==> config.mk <==
export PLATFORM = sky130hd
export DESIGN_NAME = sorted_min_priority_queue_core
export DESIGN_NICKNAME = d
export VERILOG_FILES = /design/src/hdl/smpq_pkg.sv /design/src/hdl/sorted_min_priority_queue_core.sv /design/src/hdl/smpq_ctrl.sv /design/src/hdl/smpq_datapath.sv
export VERILOG_INCLUDE_DIRS = /design/src /design/src/hdl
export SDC_FILE = /design/constraint.sdc
export NUM_CORES = 1
export LEC_CHECK = 0
export BUFFER_PORTS_ARGS = -buffer_cell sky130_fd_sc_hd__buf_4
export CAP_MARGIN = 30
export CELL_PAD_IN_SITES_DETAIL_PLACEMENT = 1
export CELL_PAD_IN_SITES_GLOBAL_PLACEMENT = 2
export CORE_MARGIN = 2
export CORE_UTILIZATION = 30
export DETAILED_ROUTE_END_ITERATION = 6
export GPL_ROUTABILITY_DRIVEN = 0
export PLACE_DENSITY_LB_ADDON = 0.3
export SKIP_CTS_REPAIR_TIMING = 1
export SLEW_MARGIN = 30
export SYNTH_ARGS = -nofsm -noshare
export SYNTH_HDL_FRONTEND = slang
export SYNTH_SLANG_ARGS = --single-unit
==> constraint.sdc <==
create_clock -name clk -period 5 [get_ports clk]
set_input_delay 0.75 -clock clk [delete_from_list [all_inputs] [get_ports clk]]
set_output_delay 0.75 -clock clk [all_outputs]
set_load 0.01 [all_outputs]
==> src/hdl/sorted_min_priority_queue_core_macros.svh <==
// Assertion macros shared by the sorted priority queue modules.
// Depends on nothing; included by the controller and the datapath.
// Each macro takes a label, the clock, the active-low reset and the expressions.
`ifndef SORTED_MIN_PRIORITY_QUEUE_CORE_MACROS_SVH
`define SORTED_MIN_PRIORITY_QUEUE_CORE_MACROS_SVH

`ifndef SYNTHESIS

// The consequent holds in the same cycle as the antecedent.
`define SMPQ_ASSERT_IMPL(lbl, clk, rst_n, ante, cons) \
	lbl: assert property (@(posedge clk) disable iff (!rst_n) (ante) |-> (cons)) \
		else $error("assertion failed: lbl");

// The consequent holds in the cycle after the antecedent.
`define SMPQ_ASSERT_NEXT(lbl, clk, rst_n, ante, cons) \
	lbl: assert property (@(posedge clk) disable iff (!rst_n) (ante) |=> (cons)) \
		else $error("assertion failed: lbl");

`else

`define SMPQ_ASSERT_IMPL(lbl, clk, rst_n, ante, cons)
`define SMPQ_ASSERT_NEXT(lbl, clk, rst_n, ante, cons)

`endif

`endif

==> src/hdl/smpq_pkg.sv <==
// Types and codes of the sorted min-priority queue.
// No dependencies; used by the controller, the datapath and the top level.
package smpq_pkg;

	localparam int unsigned FIELD_KEY_W = 16;
	localparam int unsigned FIELD_OCC_W = 5;

	// Requested action of a transaction.
	typedef enum logic {
		ACT_INSERT = 1'b0,
		ACT_REMOVE = 1'b1
	} action_t;

	// Status code reported with every result.
	typedef enum logic [1:0] {
		ST_OK    = 2'd0,
		ST_FULL  = 2'd1,
		ST_EMPTY = 2'd2
	} status_t;

	// Operation the controller asks of the datapath.
	typedef enum logic [2:0] {
		OP_NONE,
		OP_INSERT,
		OP_REMOVE,
		OP_REJECT_FULL,
		OP_REJECT_EMPTY
	} op_t;

	// Controller state: whether the result register holds an untaken result.
	typedef enum logic {
		CTL_IDLE,
		CTL_HOLD
	} ctl_state_t;

	typedef struct packed {
		action_t                action;
		logic [FIELD_KEY_W-1:0] key;
	} req_t;

	typedef struct packed {
		status_t                status;
		logic [FIELD_KEY_W-1:0] removed_key;
		logic [FIELD_KEY_W-1:0] head_key;
		logic                   head_valid;
		logic [FIELD_OCC_W-1:0] occupancy;
	} rsp_t;

	// Command from controller to datapath.
	typedef struct packed {
		logic load;
		op_t  op;
	} dp_cmd_t;

	// Status from datapath to controller.
	typedef struct packed {
		logic full;
		logic empty;
	} dp_status_t;

endpackage

==> src/hdl/sorted_min_priority_queue_core.sv <==
// Top level of the sorted min-priority queue: controller plus cell datapath.
// Depends on smpq_pkg, smpq_ctrl and smpq_datapath.
//
//   Channel  Direction  Handshake              Payload
//   req      in         req_valid / req_ready  smpq_pkg::req_t (action, key)
//   rsp      out        rsp_valid / rsp_ready  smpq_pkg::rsp_t (status, keys, occupancy)
//
// The whole row of key cells compares and shifts in the cycle of acceptance, and the
// result is offered from a register in the next cycle.
// A new request is taken in the same cycle that the previous result leaves, so one
// transaction per cycle is sustained while the output side keeps up.
// Reset clears the occupancy count and the handshake state; key cells are not cleared.
// While a result waits untaken, req_ready is low and the store does not change.
module sorted_min_priority_queue_core #(
	parameter int unsigned CAPACITY = 16,
	parameter int unsigned KEY_BITS = 16
) (
	input  logic           clk,
	input  logic           arst_n,
	input  logic           req_valid,
	output logic           req_ready,
	input  smpq_pkg::req_t req,
	output logic           rsp_valid,
	input  logic           rsp_ready,
	output smpq_pkg::rsp_t rsp
);

	smpq_pkg::dp_cmd_t    cmd;
	smpq_pkg::dp_status_t stat;

	// Handshake and operation control.
	smpq_ctrl u_ctrl (
		.clk       (clk),
		.arst_n    (arst_n),
		.req_valid (req_valid),
		.action    (req.action),
		.req_ready (req_ready),
		.rsp_valid (rsp_valid),
		.rsp_ready (rsp_ready),
		.stat      (stat),
		.cmd       (cmd)
	);

	// Sorted key cells and result register.
	smpq_datapath #(
		.CAPACITY (CAPACITY),
		.KEY_BITS (KEY_BITS)
	) u_datapath (
		.clk    (clk),
		.arst_n (arst_n),
		.cmd    (cmd),
		.key    (req.key),
		.stat   (stat),
		.rsp    (rsp)
	);

endmodule

==> src/hdl/smpq_ctrl.sv <==
// Controller of the sorted min-priority queue: handshakes and operation choice.
// Depends on smpq_pkg and sorted_min_priority_queue_core_macros.svh.
`include "sorted_min_priority_queue_core_macros.svh"

module smpq_ctrl (
	input  logic                clk,
	input  logic                arst_n,
	input  logic                req_valid,
	input  smpq_pkg::action_t   action,
	output logic                req_ready,
	output logic                rsp_valid,
	input  logic                rsp_ready,
	input  smpq_pkg::dp_status_t stat,
	output smpq_pkg::dp_cmd_t   cmd
);

	smpq_pkg::ctl_state_t state_q, state_d;
	logic                 accept;

	// State register.
	always_ff @(posedge clk or negedge arst_n) begin
		if (!arst_n) begin
			state_q <= smpq_pkg::CTL_IDLE;
		end else begin
			state_q <= state_d;
		end
	end

	// A new transaction is taken whenever the result register is free or being emptied.
	always_comb begin
		req_ready = (state_q == smpq_pkg::CTL_IDLE) || rsp_ready;
		rsp_valid = (state_q == smpq_pkg::CTL_HOLD);
		accept    = req_valid && req_ready;
		cmd.load  = accept;
		cmd.op    = smpq_pkg::OP_NONE;
		state_d   = state_q;

		if (accept) begin
			unique case (action)
				smpq_pkg::ACT_INSERT: begin
					cmd.op = stat.full ? smpq_pkg::OP_REJECT_FULL : smpq_pkg::OP_INSERT;
				end
				smpq_pkg::ACT_REMOVE: begin
					cmd.op = stat.empty ? smpq_pkg::OP_REJECT_EMPTY : smpq_pkg::OP_REMOVE;
				end
				default: begin
					cmd.op = smpq_pkg::OP_NONE;
				end
			endcase
		end

		unique case (state_q)
			smpq_pkg::CTL_IDLE: begin
				if (accept) begin
					state_d = smpq_pkg::CTL_HOLD;
				end
			end
			smpq_pkg::CTL_HOLD: begin
				if (!accept && rsp_ready) begin
					state_d = smpq_pkg::CTL_IDLE;
				end
			end
			default: begin
				state_d = smpq_pkg::CTL_IDLE;
			end
		endcase
	end

	// An accepted transaction always leaves a result on offer in the next cycle.
	`SMPQ_ASSERT_NEXT(a_accept_gives_result, clk, arst_n, accept, rsp_valid)
	// A stalled result blocks new transactions.
	`SMPQ_ASSERT_IMPL(a_stall_blocks_input, clk, arst_n, rsp_valid && !rsp_ready, !req_ready)
	// Never an insert into a full store nor a remove from an empty one.
	`SMPQ_ASSERT_IMPL(a_op_legal, clk, arst_n, cmd.op == smpq_pkg::OP_INSERT ||
		cmd.op == smpq_pkg::OP_REMOVE, !(cmd.op == smpq_pkg::OP_INSERT && stat.full) &&
		!(cmd.op == smpq_pkg::OP_REMOVE && stat.empty))

endmodule

==> src/hdl/smpq_datapath.sv <==
// Datapath of the sorted min-priority queue: a row of key cells and the result register.
// Depends on smpq_pkg and sorted_min_priority_queue_core_macros.svh.
`include "sorted_min_priority_queue_core_macros.svh"

module smpq_datapath #(
	parameter int unsigned CAPACITY = 16,
	parameter int unsigned KEY_BITS = 16
) (
	input  logic                                 clk,
	input  logic                                 arst_n,
	input  smpq_pkg::dp_cmd_t                    cmd,
	input  logic [smpq_pkg::FIELD_KEY_W-1:0]     key,
	output smpq_pkg::dp_status_t                 stat,
	output smpq_pkg::rsp_t                       rsp
);

	localparam int unsigned CW = $clog2(CAPACITY + 1);

	logic [KEY_BITS-1:0] cell_q [CAPACITY];
	logic [KEY_BITS-1:0] cell_d [CAPACITY];
	logic [CW-1:0]       count_q, count_d;
	logic [KEY_BITS-1:0] key_in;
	logic [CAPACITY-1:0] le;
	logic [31:0]         removed_wide, head_wide;
	smpq_pkg::rsp_t      rsp_d, rsp_q;

	// Only the low KEY_BITS bits of the key are stored.
	assign key_in = KEY_BITS'(32'(key));

	// Each held cell compares its key with the incoming one; held keys at or below stay.
	always_comb begin
		for (int i = 0; i < CAPACITY; i++) begin
			le[i] = (CW'(i) < count_q) && (cell_q[i] <= key_in);
		end
	end

	// Next cell contents and count: insert opens a gap at the first larger key,
	// remove shifts everything one place towards the head.
	always_comb begin
		cell_d  = cell_q;
		count_d = count_q;
		unique case (cmd.op)
			smpq_pkg::OP_INSERT: begin
				cell_d[0] = le[0] ? cell_q[0] : key_in;
				for (int i = 1; i < CAPACITY; i++) begin
					cell_d[i] = le[i] ? cell_q[i] : (le[i-1] ? key_in : cell_q[i-1]);
				end
				count_d = count_q + CW'(1);
			end
			smpq_pkg::OP_REMOVE: begin
				for (int i = 0; i < CAPACITY - 1; i++) begin
					cell_d[i] = cell_q[i+1];
				end
				count_d = count_q - CW'(1);
			end
			default: begin
			end
		endcase
	end

	// Result of the transaction, taken from the state it leaves behind.
	always_comb begin
		removed_wide = 32'(cell_q[0]);
		head_wide    = 32'(cell_d[0]);
		rsp_d.status = smpq_pkg::ST_OK;
		if (cmd.op == smpq_pkg::OP_REJECT_FULL) begin
			rsp_d.status = smpq_pkg::ST_FULL;
		end else if (cmd.op == smpq_pkg::OP_REJECT_EMPTY) begin
			rsp_d.status = smpq_pkg::ST_EMPTY;
		end
		rsp_d.removed_key = (cmd.op == smpq_pkg::OP_REMOVE) ?
			removed_wide[smpq_pkg::FIELD_KEY_W-1:0] : '0;
		rsp_d.head_valid  = (count_d != '0);
		rsp_d.head_key    = rsp_d.head_valid ? head_wide[smpq_pkg::FIELD_KEY_W-1:0] : '0;
		rsp_d.occupancy   = smpq_pkg::FIELD_OCC_W'(32'(count_d));
	end

	// Key cells hold payload only and need no reset.
	always_ff @(posedge clk) begin
		cell_q <= cell_d;
	end

	// Result register.
	always_ff @(posedge clk) begin
		if (cmd.load) begin
			rsp_q <= rsp_d;
		end
	end

	// Occupancy count.
	always_ff @(posedge clk or negedge arst_n) begin
		if (!arst_n) begin
			count_q <= '0;
		end else begin
			count_q <= count_d;
		end
	end

	assign stat.full  = (count_q == CW'(CAPACITY));
	assign stat.empty = (count_q == '0);
	assign rsp        = rsp_q;

	// The count never exceeds the number of cells.
	`SMPQ_ASSERT_IMPL(a_count_bounded, clk, arst_n, 1'b1, count_q <= CW'(CAPACITY))
	// An insert grows the count by exactly one.
	`SMPQ_ASSERT_NEXT(a_insert_counts, clk, arst_n, cmd.op == smpq_pkg::OP_INSERT,
		count_q == $past(count_q) + CW'(1))
	// The reported head flag agrees with the count after every result.
	`SMPQ_ASSERT_NEXT(a_head_flag, clk, arst_n, cmd.load, rsp_q.head_valid == (count_q != '0))

endmodule

Word-level counts from Yosys, hierarchy flattened

Index checks and enable logic that the tools add are counted.

Register bits after elaboration: 302
Bits of input ports: 21
Output and inout bits: 42

Add/sub/neg operators: 2
$lt $le $gt $ge: 32
Eq/ne operators: 19
Mux-type cells: 40
Bitwise logic cells: 3
Reduce and logical (&&, ||, !) cells: 38

Operators by type and width:

| cell                                                 | count |
|---|---|
| 2-to-1 mux 16 bit                                    | 30 |
| one-hot mux 240 bit (2 select lines)                 | 1 |
| <= comparator 16 bit                                 | 16 |
| < comparator 4 x 5 -> 1 bit (first input constant)   | 8 |
| AND reduction 2 bit                                  | 15 |
| inequality test 2 bit (second input constant)        | 14 |
| < comparator 3 x 5 -> 1 bit (first input constant)   | 4 |
| logical AND 1 bit                                    | 18 |
| < comparator 1 x 5 -> 1 bit (first input constant)   | 2 |
| < comparator 2 x 5 -> 1 bit (first input constant)   | 2 |
| one-hot mux 5 bit (2 select lines)                   | 1 |
| equality test 3 x 2 -> 1 bit (second input constant) | 2 |
| 2-to-1 mux 3 bit                                     | 2 |
| one-hot mux 3 bit (2 select lines)                   | 1 |
| adder 5 x 1 -> 5 bit (second input constant)         | 1 |
| equality test 5 bit (second input constant)          | 1 |
| zero test 5 bit                                      | 1 |
| nonzero test 5 bit                                   | 1 |
| subtractor 5 x 1 -> 5 bit (second input constant)    | 1 |
| 2-to-1 mux 2 bit                                     | 2 |
| equality test 3 x 1 -> 1 bit (second input constant) | 1 |
| equality test 3 bit (second input constant)          | 1 |
| inverter 1 bit                                       | 3 |
| 2-to-1 mux 1 bit                                     | 2 |
| other kinds (4)                                      | 4 |

Logic depth before layout (Yosys ltp)

Gate-level depths: netlist of run 1.

Depth after elaboration: 7
Mapped depth: 12
Depth with buffers taken out: 8

Modules after synthesis

A second synthesis of run 1 with hierarchy kept.

Cells, all modules: 2020
Area, all modules: 21585.7 sq um

Modules (own cells, without submodules):

| module        | times used | cells each | area each (sq um) |
|---|---|---|---|
| smpq_datapath | 1          | 2009       | 21499.4 |
| smpq_ctrl     | 1          | 11         | 86.3 |

Least setup slack after synthesis of run 1

No wires, ideal clock.

Kind: in2reg
Start point: in req[12] in the netlist's numbering
End point: reg u_datapath.cell_q[16] in the netlist's numbering, enable pin
Library setup time: 411 ps
Arrival: 3856 ps
Data required time: 4589 ps
Setup slack: 733 ps
Stages on the path: 9
Buffers on the path: 2
Cell sequence: clkbuf_1 inv_1 ha_1 nand4_1 or2_1 a211oi_1 clkbuf_1 nor3_1 o21ai_0

Word-level cells in the longest chain between the ends: 4

RTL lines:

| what                                   | RTL line                             | source |
|---|---|---|
| start, declared                        | sorted_min_priority_queue_core.sv:22 | `input smpq_pkg::req_t req,` |
| <= comparator 16 bit                   | smpq_datapath.sv:33                  | `le[i] = (CW'(i) < count_q) && (cell_q[i] <= key_in);` |
| logical AND 1 bit                      | smpq_datapath.sv:33                  |  |
| inequality test 2 bit (no source line) | -                                    |  |
| AND reduction 2 bit (no source line)   | -                                    |  |
| end signal, assigned                   | smpq_datapath.sv:80                  | `cell_q <= cell_d;` |
| end, declared                          | smpq_datapath.sv:19                  | `logic [KEY_BITS-1:0] cell_q [CAPACITY];` |

Every way passes these cells.
A chain may end at the register's enable or synchronous reset.

Final worst setup path of run 1

Start point: reg u_datapath.count_q[1]
End point: reg u_datapath.cell_q[26] in the netlist's numbering, enable pin

Word-level cells in the longest chain between the ends: 7

RTL lines:

| what                                                                                | RTL line                                  | source |
|---|---|---|
| start, declared                                                                     | smpq_datapath.sv:21                       | `logic [CW-1:0] count_q, count_d;` |
| start signal, assigned                                                              | smpq_datapath.sv:95                       | `count_q <= count_d;` |
| equality test 5 bit / zero test 5 bit (equally long branches)                       | smpq_datapath.sv:99, smpq_datapath.sv:100 |  |
| 2-to-1 mux 2 bit / 2-to-1 mux 3 bit (equally long branches)                         | smpq_ctrl.sv:41, smpq_ctrl.sv:44          |  |
| one-hot mux 3 bit (2 select lines)                                                  | smpq_ctrl.sv:39                           | `unique case (action)` |
| 2-to-1 mux 3 bit                                                                    | smpq_ctrl.sv:38                           | `if (accept) begin` |
| equality test 3 x 1 -> 1 bit / equality test 3 x 2 -> 1 bit (equally long branches) | smpq_datapath.sv:42                       | `unique case (cmd.op)` |
| inequality test 2 bit (no source line) / nonzero test 2 bit (equally long branches) | -                                         |  |
| AND reduction 2 bit (no source line) (*)                                            | -                                         |  |

Every way passes the cells marked *; elsewhere a longest branch is shown, timed or not.

==> impl_metrics.csv, run 1 <==
group,metric,value,unit
yosys,avgSynthCellArea,9.842,um2
setup_path,end_kind,"flip-flop",
setup_path,path_max_fanout,77,
worst_hold_path,hold_path.class,"primary input to asynchronous set/reset pin",
die,fp.dieW,277.0,um
yosys,synth_most_common_cell,"edfxtp_1",
yosys,ys_warn_count,0,
sta,setup_viol,0,
yosys,synth_area_leaders,"edfxtp_1 38%, ha_1 14%, a221o_1 5.0%, nand2_1 3.4%, a21oi_1 3.3%",
yosys,synthSimpleGateAreaFrac,15.52,%
sta,finalSetupTns,0,ps
yosys,synthTopCellsByCount,"280 x edfxtp_1, 259 x ha_1, 202 x nand2_1, 146 x a21oi_1, 137 x inv_1",
detailed_routing,ant_nets,0,
yosys,synth_compound_area_share,23.33,%
clock_tree,numCtsBuffers,39,
yosys,yosys.area.top_type_share,37.62,%
power,ir_worst_vdd,0.4012,mV
setup_path,path_cells,"buf_4 -> inv_1 -> ha_1 -> nor3b_2 -> nand2_1 -> and3_4 -> buf_4 -> a21oi_1 -> o21ai_1 -> buf_4",
run,maxCapViolations,0,
yosys,syn_nets,2551,
setup_path,startpoint_type,"flip-flop",
clock_tree,clockBufferDepth,3,
die,dieArea,76700,um2
sta,relSlewSlack,35.60,%
setup_path,arrival,4090,ps
detailed_routing,wl_per_cell,30.57,um
clock_tree,cts_tree,"done",
yosys,yosys.area_share.xor_xnor,0.1176,%
grt,grt_overflow_total,0,
die,core,74070,um2
die,die-height,277.0,um
yosys,synth_mux_area_share,0.9069,%
grt,grt_pass1_vias,21360,
clock_tree,clk_latency,590,ps
yosys,synth-edff-count,280,
setup_path,cp_common_cell,"buf_4",
sta,worstMarginPinSlew,962.5,ps
setup_path,crit_type,"flip-flop to flip-flop",
clock_tree,clkTransAtPathRegs,60,ps
power,powerDensity,433.4,nW/um2
sta,final_max_slew_viol_count,0,
sta,timing.final.crit_share,76.91,%
grt,grt_pass1_wl,146400,um
setup_path,crit_path_top_delay_cell,"buf_4",
die,io_pins,63,
final_layout,area_delta_synth_final,14.05,%
sta,finalHoldViolations,0,
power,p_leak,0.009904,uW
sta,period_minus_slack,3845,ps
yosys,synth_ff_type,"edfxtp_1",
sta,max_freq,260.0,MHz
yosys,synth.distinct_cells,87,
detailed_routing,initialDrtViolationCount,1686,
sta,rsz0062_at_grt,"no",
yosys,ys_ff_latch,302,
yosys,synth_top_area_cell,"edfxtp_1",
yosys,ys_seq_area_share,39.72,%
yosys,synthCells,2271,
detailed_routing,routed_wirelength,101200,um
detailed_routing,drt_first_pass_iters,7,
clock_tree,cts-root-buf,"clkbuf_16",
die,rows,100,
yosys,synth_fa_ha_area_share,14.50,%
grt,antenna_found_initial,1,
detailed_routing,route.detailed.drc,0,
run_status,status,"completed",
yosys,synth_top_family_by_area,"compound AO/OA/AOI/OAI gates",
yosys,synth_area,22350,um2
placement,numPortBuffers,62,
placement,post-dp-hpwl,72940,um
clock_tree,htreeDepth,2,
clock_tree,clock_sinks,302,
setup_path,worst_ep_required_time,5250,ps
detailed_routing,viasPerCell,6.270,
setup_path,max_stage_delay,840,ps
grt,grt_max_degree,78,
detailed_routing,vias,20750,
final_layout,fin_nets,2590,
sta,hold_slack,525.1,ps
die,start_util,30.18,%
sta,skew,24.81,ps
final_layout,drive_gt1_share,12.06,%
grt,grt_usage,25.56,%
yosys,ys_async_sr_fraction,1.987,%
## placed cells by master (no fill, tap or decap), drive strengths merged, types with 13 or more instances in the layout
| cell | count |
|---|---|
| and2 | 68 |
| inv | 145 |
| nand4 | 99 |
| ha | 259 |
| o211ai | 79 |
| a21boi | 13 |
| a41oi | 16 |
| nor2b | 21 |
| dfxtp | 16 |
| o22ai | 19 |
| buf | 178 |
| a31oi | 22 |
| a221o | 112 |
| mux2i | 18 |
| a22o | 15 |
| nor2 | 69 |
| o221ai | 65 |
| o21a | 14 |
| nand3 | 80 |
| a21o | 20 |
| clkbuf | 56 |
| or4 | 27 |
| edfxtp | 280 |
| o21ai | 82 |
| nor3 | 45 |
| a21oi | 148 |
| a22oi | 33 |
| nand2 | 203 |
## stage by stage
stage | instance area, um2 | setup WS [ps] | util (%) | power (uW) | std cells
2_1_floorplan | 22350 | 732.9 | - | 6369 | 2271
3_3_place_gp | 24200 | 812.9 | 32.68 | 7959 | 3236
3_5_place_dp | 24220 | 650.2 | 32.69 | 8135 | 3236
4_1_cts | 25460 | 1119 | 34.38 | 11020 | 3306
5_1_grt | 25490 | 856.1 | 34.41 | 11550 | 3308
6_report | 25490 | 1155 | 34.41 | 11050 | 3309
## area by class of cell
cell class	count	area, um2
fill	8423	48580
inverter	141	529.3
clock inverter	14	177.7
timing repair buffer	179	1371
clock buffer	56	1071
antenna	1	2.502
tap	969	1212
multi-input combinational	1647	12250
sequential	302	8879
## logic make-up (layout without fill, tap and decap cells)
logic type	count (synthesis)	in the layout
compound gates	696	696
xor+xnor	3	3
fa+ha+maj	259	259
buf+inv	322	390
flops	302	302
mux	20	20
other cells	0	1
simple gates	669	669
## where the power goes
part	switching [uW]	internal [uW]	total, uW
clock network	1200	1660	2860
logic	2570	1410	3980
registers	706	3500	4210
total	4480	6570	11000
## worst max-delay path, delay by kind of cell (launching register included)
family,cells,cell delay (ps)
AND/OR/NAND/NOR,3,1220
AO/OA/AOI/OAI,2,200
buffers and inverters,4,1430
adder cells (fa/ha/maj),1,290
flip-flops,1,320
## flip-flops by register name, indices dropped and copies added, names as in the netlist
| name | flops |
|---|---|
| u_datapath.cell_q | 256 |
| u_datapath.rsp | 40 |
| u_datapath.count_q | 5 |
| u_ctrl.rsp_valid | 1 |
## per-layer routing
metal	track usage, %	vias to the layer above	wire (um)
met1	33.18	10740	42860
met4	10.55	0	4328
met5	0	-	0
li1	-	8998	-
met2	42.51	796	47560
met3	3.763	215	6404
## worst paths after layout
path	startpoint	end	slack, ps	cells after the start
setup reg to reg	u_datapath.count_q[1]	u_datapath.cell_q[26]	1150	10
hold / removal	arst_n	u_datapath.count_q[2]	530	2
hold reg to reg	u_datapath.cell_q[244]	u_datapath.cell_q[244]	530	2
setup / recovery	u_datapath.count_q[1]	u_datapath.cell_q[26]	1150	10
max in group asynchronous	arst_n	u_ctrl.rsp_valid	4360	2
min in group clk	u_datapath.cell_q[244]	u_datapath.cell_q[244]	530	2
Note: power is estimated with default switching activity, not from simulation.
==> inputs of run 2 (changes only) <==
--- a/config.mk
+++ b/config.mk
@@ -6,6 +6,7 @@
 export SDC_FILE = /design/constraint.sdc
 export NUM_CORES = 1
 export LEC_CHECK = 0
+export ABC_AREA = 1
 export BUFFER_PORTS_ARGS = -buffer_cell sky130_fd_sc_hd__buf_4
 export CAP_MARGIN = 30
 export CELL_PAD_IN_SITES_DETAIL_PLACEMENT = 1
==> constraint.sdc (replaced) <==
create_clock -name clk -period 3.2 [get_ports clk]
set_input_delay 0.48 -clock clk [delete_from_list [all_inputs] [get_ports clk]]
set_output_delay 0.48 -clock clk [all_outputs]
set_load 0.01 [all_outputs]
==> impl_metrics.csv, run 2 <==
group,metric,value,unit
run_status,status,"completed",
yosys,synth_most_common_cell,"nand2_1",
worst_hold_path,hold_path.class,"primary input to flip-flop",
die,io_pins,63,
grt,grt_pass1_vias,21570,
final_layout,fill_cells,8770,
die,fp.dieW,274.8,um
sta,period_minus_slack,2868,ps
sta,relSlewSlack,54.48,%
detailed_routing,wl_per_cell,20.42,um
setup_path,end_kind,"flip-flop",
sta,rsz0062_at_grt,"no",
clock_tree,htreeDepth,2,
yosys,synth_area,21990,um2
yosys,synthCells,2832,
yosys,avgSynthCellArea,7.766,um2
yosys,synth_mux_area_share,0,%
power,seqPwrFrac,32.4,%
final_layout,most-common-layout-cells,"912 x nand2_1, 465 x nand3_1, 280 x edfxtp_1",
setup_path,path_buf_inv,4,
grt,grt_max_degree,209,
grt,met1_usage,26.16,%
detailed_routing,drt_first_pass_iters,5,
clock_tree,clk_latency,570,ps
clock_tree,numCtsBuffers,41,
setup_path,startpoint_type,"flip-flop",
power,switchingPower,7566,uW
yosys,synth_compound_area_share,7.527,%
yosys,syn_nets,3112,
detailed_routing,vias,20350,
grt,antenna_found_initial,2,
setup_path,cp_common_cell,"inv_1",
sta,finalHoldViolations,0,
placement,numPortBuffers,62,
yosys,synth_top_area_cell,"edfxtp_1",
sta,fin_ws,331.8,ps
sta,finalSetupTns,0,ps
power,power.share.clock,25.4,%
yosys,synth-edff-count,280,
clock_tree,cts_tree,"done",
yosys,synthTopCellsByCount,"912 x nand2_1, 465 x nand3_1, 280 x edfxtp_1, 274 x inv_1, 259 x ha_1",
clock_tree,clockBufferDepth,3,
final_layout,antennaDiodeCount,0,
die,dieArea,75490,um2
detailed_routing,ant_nets,0,
yosys,synth_fa_ha_area_share,14.74,%
clock_tree,clkTransAtPathRegs,60,ps
detailed_routing,routed_wirelength,79920,um
die,rows,99,
setup_path,crit_type,"flip-flop to flip-flop",
power,powerDensity,704.9,nW/um2
power,ir_worst_vdd,0.4339,mV
sta,setup_viol,0,
sta,final_max_slew_viol_count,0,
yosys,ys_ff_latch,302,
yosys,yosys.area.top_type_share,38.23,%
yosys,ys_async_sr_fraction,1.987,%
final_layout,area_delta_synth_final,16.91,%
sta,max_freq,348.7,MHz
grt,grt_overflow_total,0,
setup_path,max_stage_delay,500,ps
sta,skew,23.82,ps
final_layout,regMostFlops,"u_datapath.cell_q",
detailed_routing,viasPerCell,5.198,
setup_path,critical_path.top_delay_family,"buffers and inverters",
yosys,synth_top_family_by_area,"simple AND/OR/NAND/NOR gates",
final_layout,drive_gt1_share,8.799,%
grt,grt_usage,21.06,%
yosys,synth_ff_type,"edfxtp_1",
setup_path,path_cells,"inv_1 -> ha_1 -> inv_1 -> nor3_1 -> o21ai_4 -> nand2_4 -> inv_8 -> buf_4 -> nand2_1 -> o21ai_0",
power,switching_share,41.74,%
setup_path,crit_path_top_delay_cell,"inv_8",
final_layout,final_common_cell,"nand2_1",
grt,grt_busiest_layer,"met2",
clock_tree,clock_sinks,302,
grt,grt_pass1_wl,124200,um
placement,place_ws,125.5,ps
detailed_routing,route.detailed.drc,0,
die,die-height,274.8,um
grt,met2_usage,38.35,%
final_layout,fin_nets,3207,
yosys,yosys.area_share.xor_xnor,0.07965,%
yosys,synth_area_leaders,"edfxtp_1 38%, nand2_1 16%, ha_1 15%, nand3_1 11%, inv_1 4.7%",
sta,timing.final.crit_share,89.63,%
placement,post-dp-hpwl,58050,um
final_layout,largest_reg_flops,256,
run,maxCapViolations,0,
power,combPwrFrac,42.2,%
sta,hold_slack,117.1,ps
sta,worstMarginPinSlew,682.8,ps
yosys,synth.distinct_cells,35,
power,p_int,10560,uW
die,core,72710,um2
yosys,ys_seq_area_share,40.37,%
setup_path,worst_ep_required_time,3580,ps
setup_path,path_max_fanout,90,
yosys,synthSimpleGateAreaFrac,29.70,%
clock_tree,cts-root-buf,"clkbuf_16",
yosys,ys_warn_count,0,
die,start_util,30.25,%
grt,grt.met3_usage,2.112,%
detailed_routing,initialDrtViolationCount,977,
setup_path,arrival,3240,ps
final_layout,final_util,35.36,%
power,p_leak,0.01205,uW
==> run 2: per-layer routing <==
layer | part of all wire (%) | vias up | wire length, um
met5 | 0 | - | 0
met4 | 2.5 | 0 | 1993
met3 | 2.9 | 125 | 2357
met2 | 50 | 328 | 40340
met1 | 44 | 10120 | 35230
li1 | - | 9776 | -
==> run 2: worst paths after layout <==
path / start / endpoint / slack, ps / depth (start not counted)
min: req_valid / u_ctrl.rsp_valid / 120 / 3
max in group asynchronous: arst_n / u_datapath.count_q[4] / 2820 / 2
min reg2reg: u_ctrl.rsp_valid / u_ctrl.rsp_valid / 560 / 2
min in group asynchronous: arst_n / u_datapath.count_q[3] / 260 / 2
max: u_datapath.count_q[1] / u_datapath.cell_q[175] / 330 / 10
max reg2reg: u_datapath.count_q[1] / u_datapath.cell_q[175] / 330 / 10
==> run 2: kinds of logic after synthesis <==
family,count (synthesis)
simple gates,1535
buf+inv,427
compound gates,307
flops,302
fa+ha+maj,259
xor+xnor,2
==> run 2: layout make-up <==
class                           count  area (um2)  share of cell area [%]
Sequential cell                   302        8879                   34.53
Tap cell                          959        1200                   4.667
Clock buffer                       57        1149                   4.467
Clock inverter                     14       140.1                  0.5450
Timing Repair Buffer              185        1774                   6.900
Multi-Input combinational cell   2103       11450                   44.53
Inverter                          294        1122                   4.365
==> run 2: power by group through the flow <==
stage / sequential, uW / combinational [uW] / clock (uW)
3_5_place_dp: 5950 / 7670 / 0
4_1_cts: 5880 / 7720 / 4710
6_report: 5870 / 7660 / 4600
2_1_floorplan: 5710 / 4840 / 0
5_1_grt: 5940 / 8610 / 4830
3_3_place_gp: 5940 / 7360 / 0
==> run 2: metrics by stage <==
stage,total power [uW],cells,area (um2)
2_1_floorplan,10560,2832,22010
3_3_place_gp,13300,3841,24390
3_5_place_dp,13620,3841,24390
4_1_cts,18310,3912,25670
5_1_grt,19380,3914,25710
6_report,18130,3914,25710
==> run 2: worst min-delay path, cell delays in order <==
cell	delay, ps
buf_4	80
inv_1	30
nand2_1	50
==> inputs of run 3 (changes only) <==
==> constraint.sdc (replaced) <==
create_clock -name clk -period 3.4 [get_ports clk]
set_input_delay 0.51 -clock clk [delete_from_list [all_inputs] [get_ports clk]]
set_output_delay 0.51 -clock clk [all_outputs]
set_load 0.01 [all_outputs]
==> impl_metrics.csv, run 3 (same netlist as run 2, synthesis figures left out) <==
group,metric,value,unit
clock_tree,clk_latency,590,ps
grt,grt_usage,20.89,%
run_status,status,"completed",
sta,finalSetupTns,0,ps
die,rows,99,
clock_tree,clock_sinks,302,
setup_path,path_buf_inv,3,
run,maxCapViolations,0,
final_layout,fill_cells,8754,
sta,worstMarginPinSlew,774.7,ps
setup_path,path_max_fanout,21,
power,power.total,17080,uW
setup_path,max_stage_delay,460,ps
sta,relSlewSlack,48.35,%
placement,placed_area,24360,um2
grt,antenna_found_initial,1,
worst_hold_path,worst_hold_path.num_cells,3,
clock_tree,clkTransAtPathRegs,60,ps
die,start_util,30.25,%
final_layout,final_common_cell,"nand2_1",
final_layout,most-common-layout-cells,"912 x nand2_1, 465 x nand3_1, 280 x edfxtp_1",
setup_path,crit_type,"flip-flop to flip-flop",
clock_tree,numCtsBuffers,42,
detailed_routing,viasPerCell,5.195,
grt,grt_overflow_total,0,
setup_path,crit_start,"u_datapath.count_q[0]",
setup_path,reg2regPathDepth,13,
setup_path,critical_path.top_delay_family,"simple AND/OR/NAND/NOR gates",
setup_path,startpoint_type,"flip-flop",
sta,hold_slack,161.3,ps
detailed_routing,drt_first_pass_iters,5,
sta,finalHoldViolations,0,
sta,max_freq,337.6,MHz
final_layout,postLayoutCellArea,25710,um2
setup_path,crit_path_top_delay_cell,"dfrtp_1",
grt,grt_max_degree,158,
clock_tree,clockBufferDepth,3,
final_layout,regArea,8879,um2
worst_hold_path,hold_path.class,"primary input to flip-flop",
setup_path,path_cells,"clkinv_1 -> ha_1 -> inv_1 -> nor3_1 -> o21ai_4 -> nand2_4 -> nand2_4 -> nor2_1 -> nor2_1 -> nand2_1 -> nor2_4 -> buf_4 -> a21oi_1",
detailed_routing,route.detailed.drc,0,
detailed_routing,ant_nets,0,
final_layout,regMostFlops,"u_datapath.cell_q",
die,die-height,274.8,um
final_layout,drive_gt1_share,8.762,%
die,io_pins,63,
setup_path,end_kind,"flip-flop",
power,powerDensity,664.2,nW/um2
placement,post-dp-hpwl,56950,um
setup_path,r2r_start,"u_datapath.count_q[0]",
power,ir_worst_vdd,0.3460,mV
die,dieArea,75490,um2
setup_path,path_depth,13,
final_layout,area_delta_synth_final,16.90,%
detailed_routing,wl_per_cell,20.12,um
die,fp.dieW,274.8,um
sta,timing.final.crit_share,87.12,%
grt,grt_pass1_vias,21480,
placement,numPortBuffers,62,
setup_path,crit_end,"u_datapath.rsp[11]",
sta,setup_viol,0,
setup_path,reg2reg_to,"u_datapath.rsp[11]",
sta,rsz0062_at_grt,"no",
setup_path,arrival,3290,ps
final_layout,largest_reg_flops,256,
sta,final_max_slew_viol_count,0,
detailed_routing,vias,20340,
setup_path,worst_ep_required_time,3730,ps
power,p_leak,0.01204,uW
final_layout,multi_input_area,11450,um2
detailed_routing,initialDrtViolationCount,1053,
final_layout,fin_nets,3203,
clock_tree,htreeDepth,2,
sta,skew,36.51,ps
grt,grt_pass1_wl,123200,um
sta,period_minus_slack,2962,ps
clock_tree,cts_tree,"done",
die,core,72710,um2
clock_tree,cts-root-buf,"clkbuf_16",
setup_path,rrSetupSlack,440,ps
detailed_routing,routed_wirelength,78770,um
final_layout,antennaDiodeCount,0,
## run 3: changes by cell type in the layout (fill, tap and decap cells not counted), sizes merged
cell,change
clkinv,+2
clkbuf,+3
buf,-5
inv,+1
## run 3: power breakdown
group | internal, uW | switching, uW
Clock | 2630 | 1830
Combinational | 2390 | 4690
Sequential | 4970 | 576
## run 3: metrics by stage
step / setup slack, ps / utilization, % / instances
4_1_cts: 425.6 / 35.34 / 3914
5_1_grt: 133.1 / 35.36 / 3915
6_report: 438.0 / 35.36 / 3915
2_1_floorplan: 58.22 / - / 2832
3_5_place_dp: 428.4 / 33.50 / 3837
3_3_place_gp: 523.3 / 33.50 / 3837
## run 3: how the worst min path moves through the flow
| stage | start | end | slack (ps) |
|---|---|---|---|
| after floorplan | arst_n | u_ctrl.rsp_valid | 210 |
| after global placement | arst_n | u_ctrl.rsp_valid | 320 |
| after detailed placement | arst_n | u_ctrl.rsp_valid | 320 |
| after CTS | arst_n | u_datapath.count_q[1] | -310 |
| after global routing | req_valid | u_ctrl.rsp_valid | 150 |
| final | req_valid | u_ctrl.rsp_valid | 160 |
## run 3: cell type report
| class | count | area share (%) |
|---|---|---|
| Tap cell | 959 | 4.667 |
| Sequential cell | 302 | 34.53 |
| Clock buffer | 60 | 4.550 |
| Inverter | 294 | 4.365 |
| Clock inverter | 17 | 0.6765 |
| Multi-Input combinational cell | 2103 | 44.53 |
| Timing Repair Buffer | 180 | 6.677 |
## run 3: tightest hold or removal path, delay by kind of cell
family                 cells  cell delay [ps]
buffers and inverters      2              120
and+or+nand+nor            1               70
## run 3: per-layer routing
layer / wire, um / vias to the layer above / track usage [%] / share of wire [%]
li1: - / 9774 / - / -
met1: 35200 / 10080 / 26.69 / 45
met2: 38760 / 348 / 36.83 / 49
met3: 2699 / 140 / 2.322 / 3.4
met4: 2113 / 0 / 6.450 / 2.7
met5: 0 / - / 0 / 0
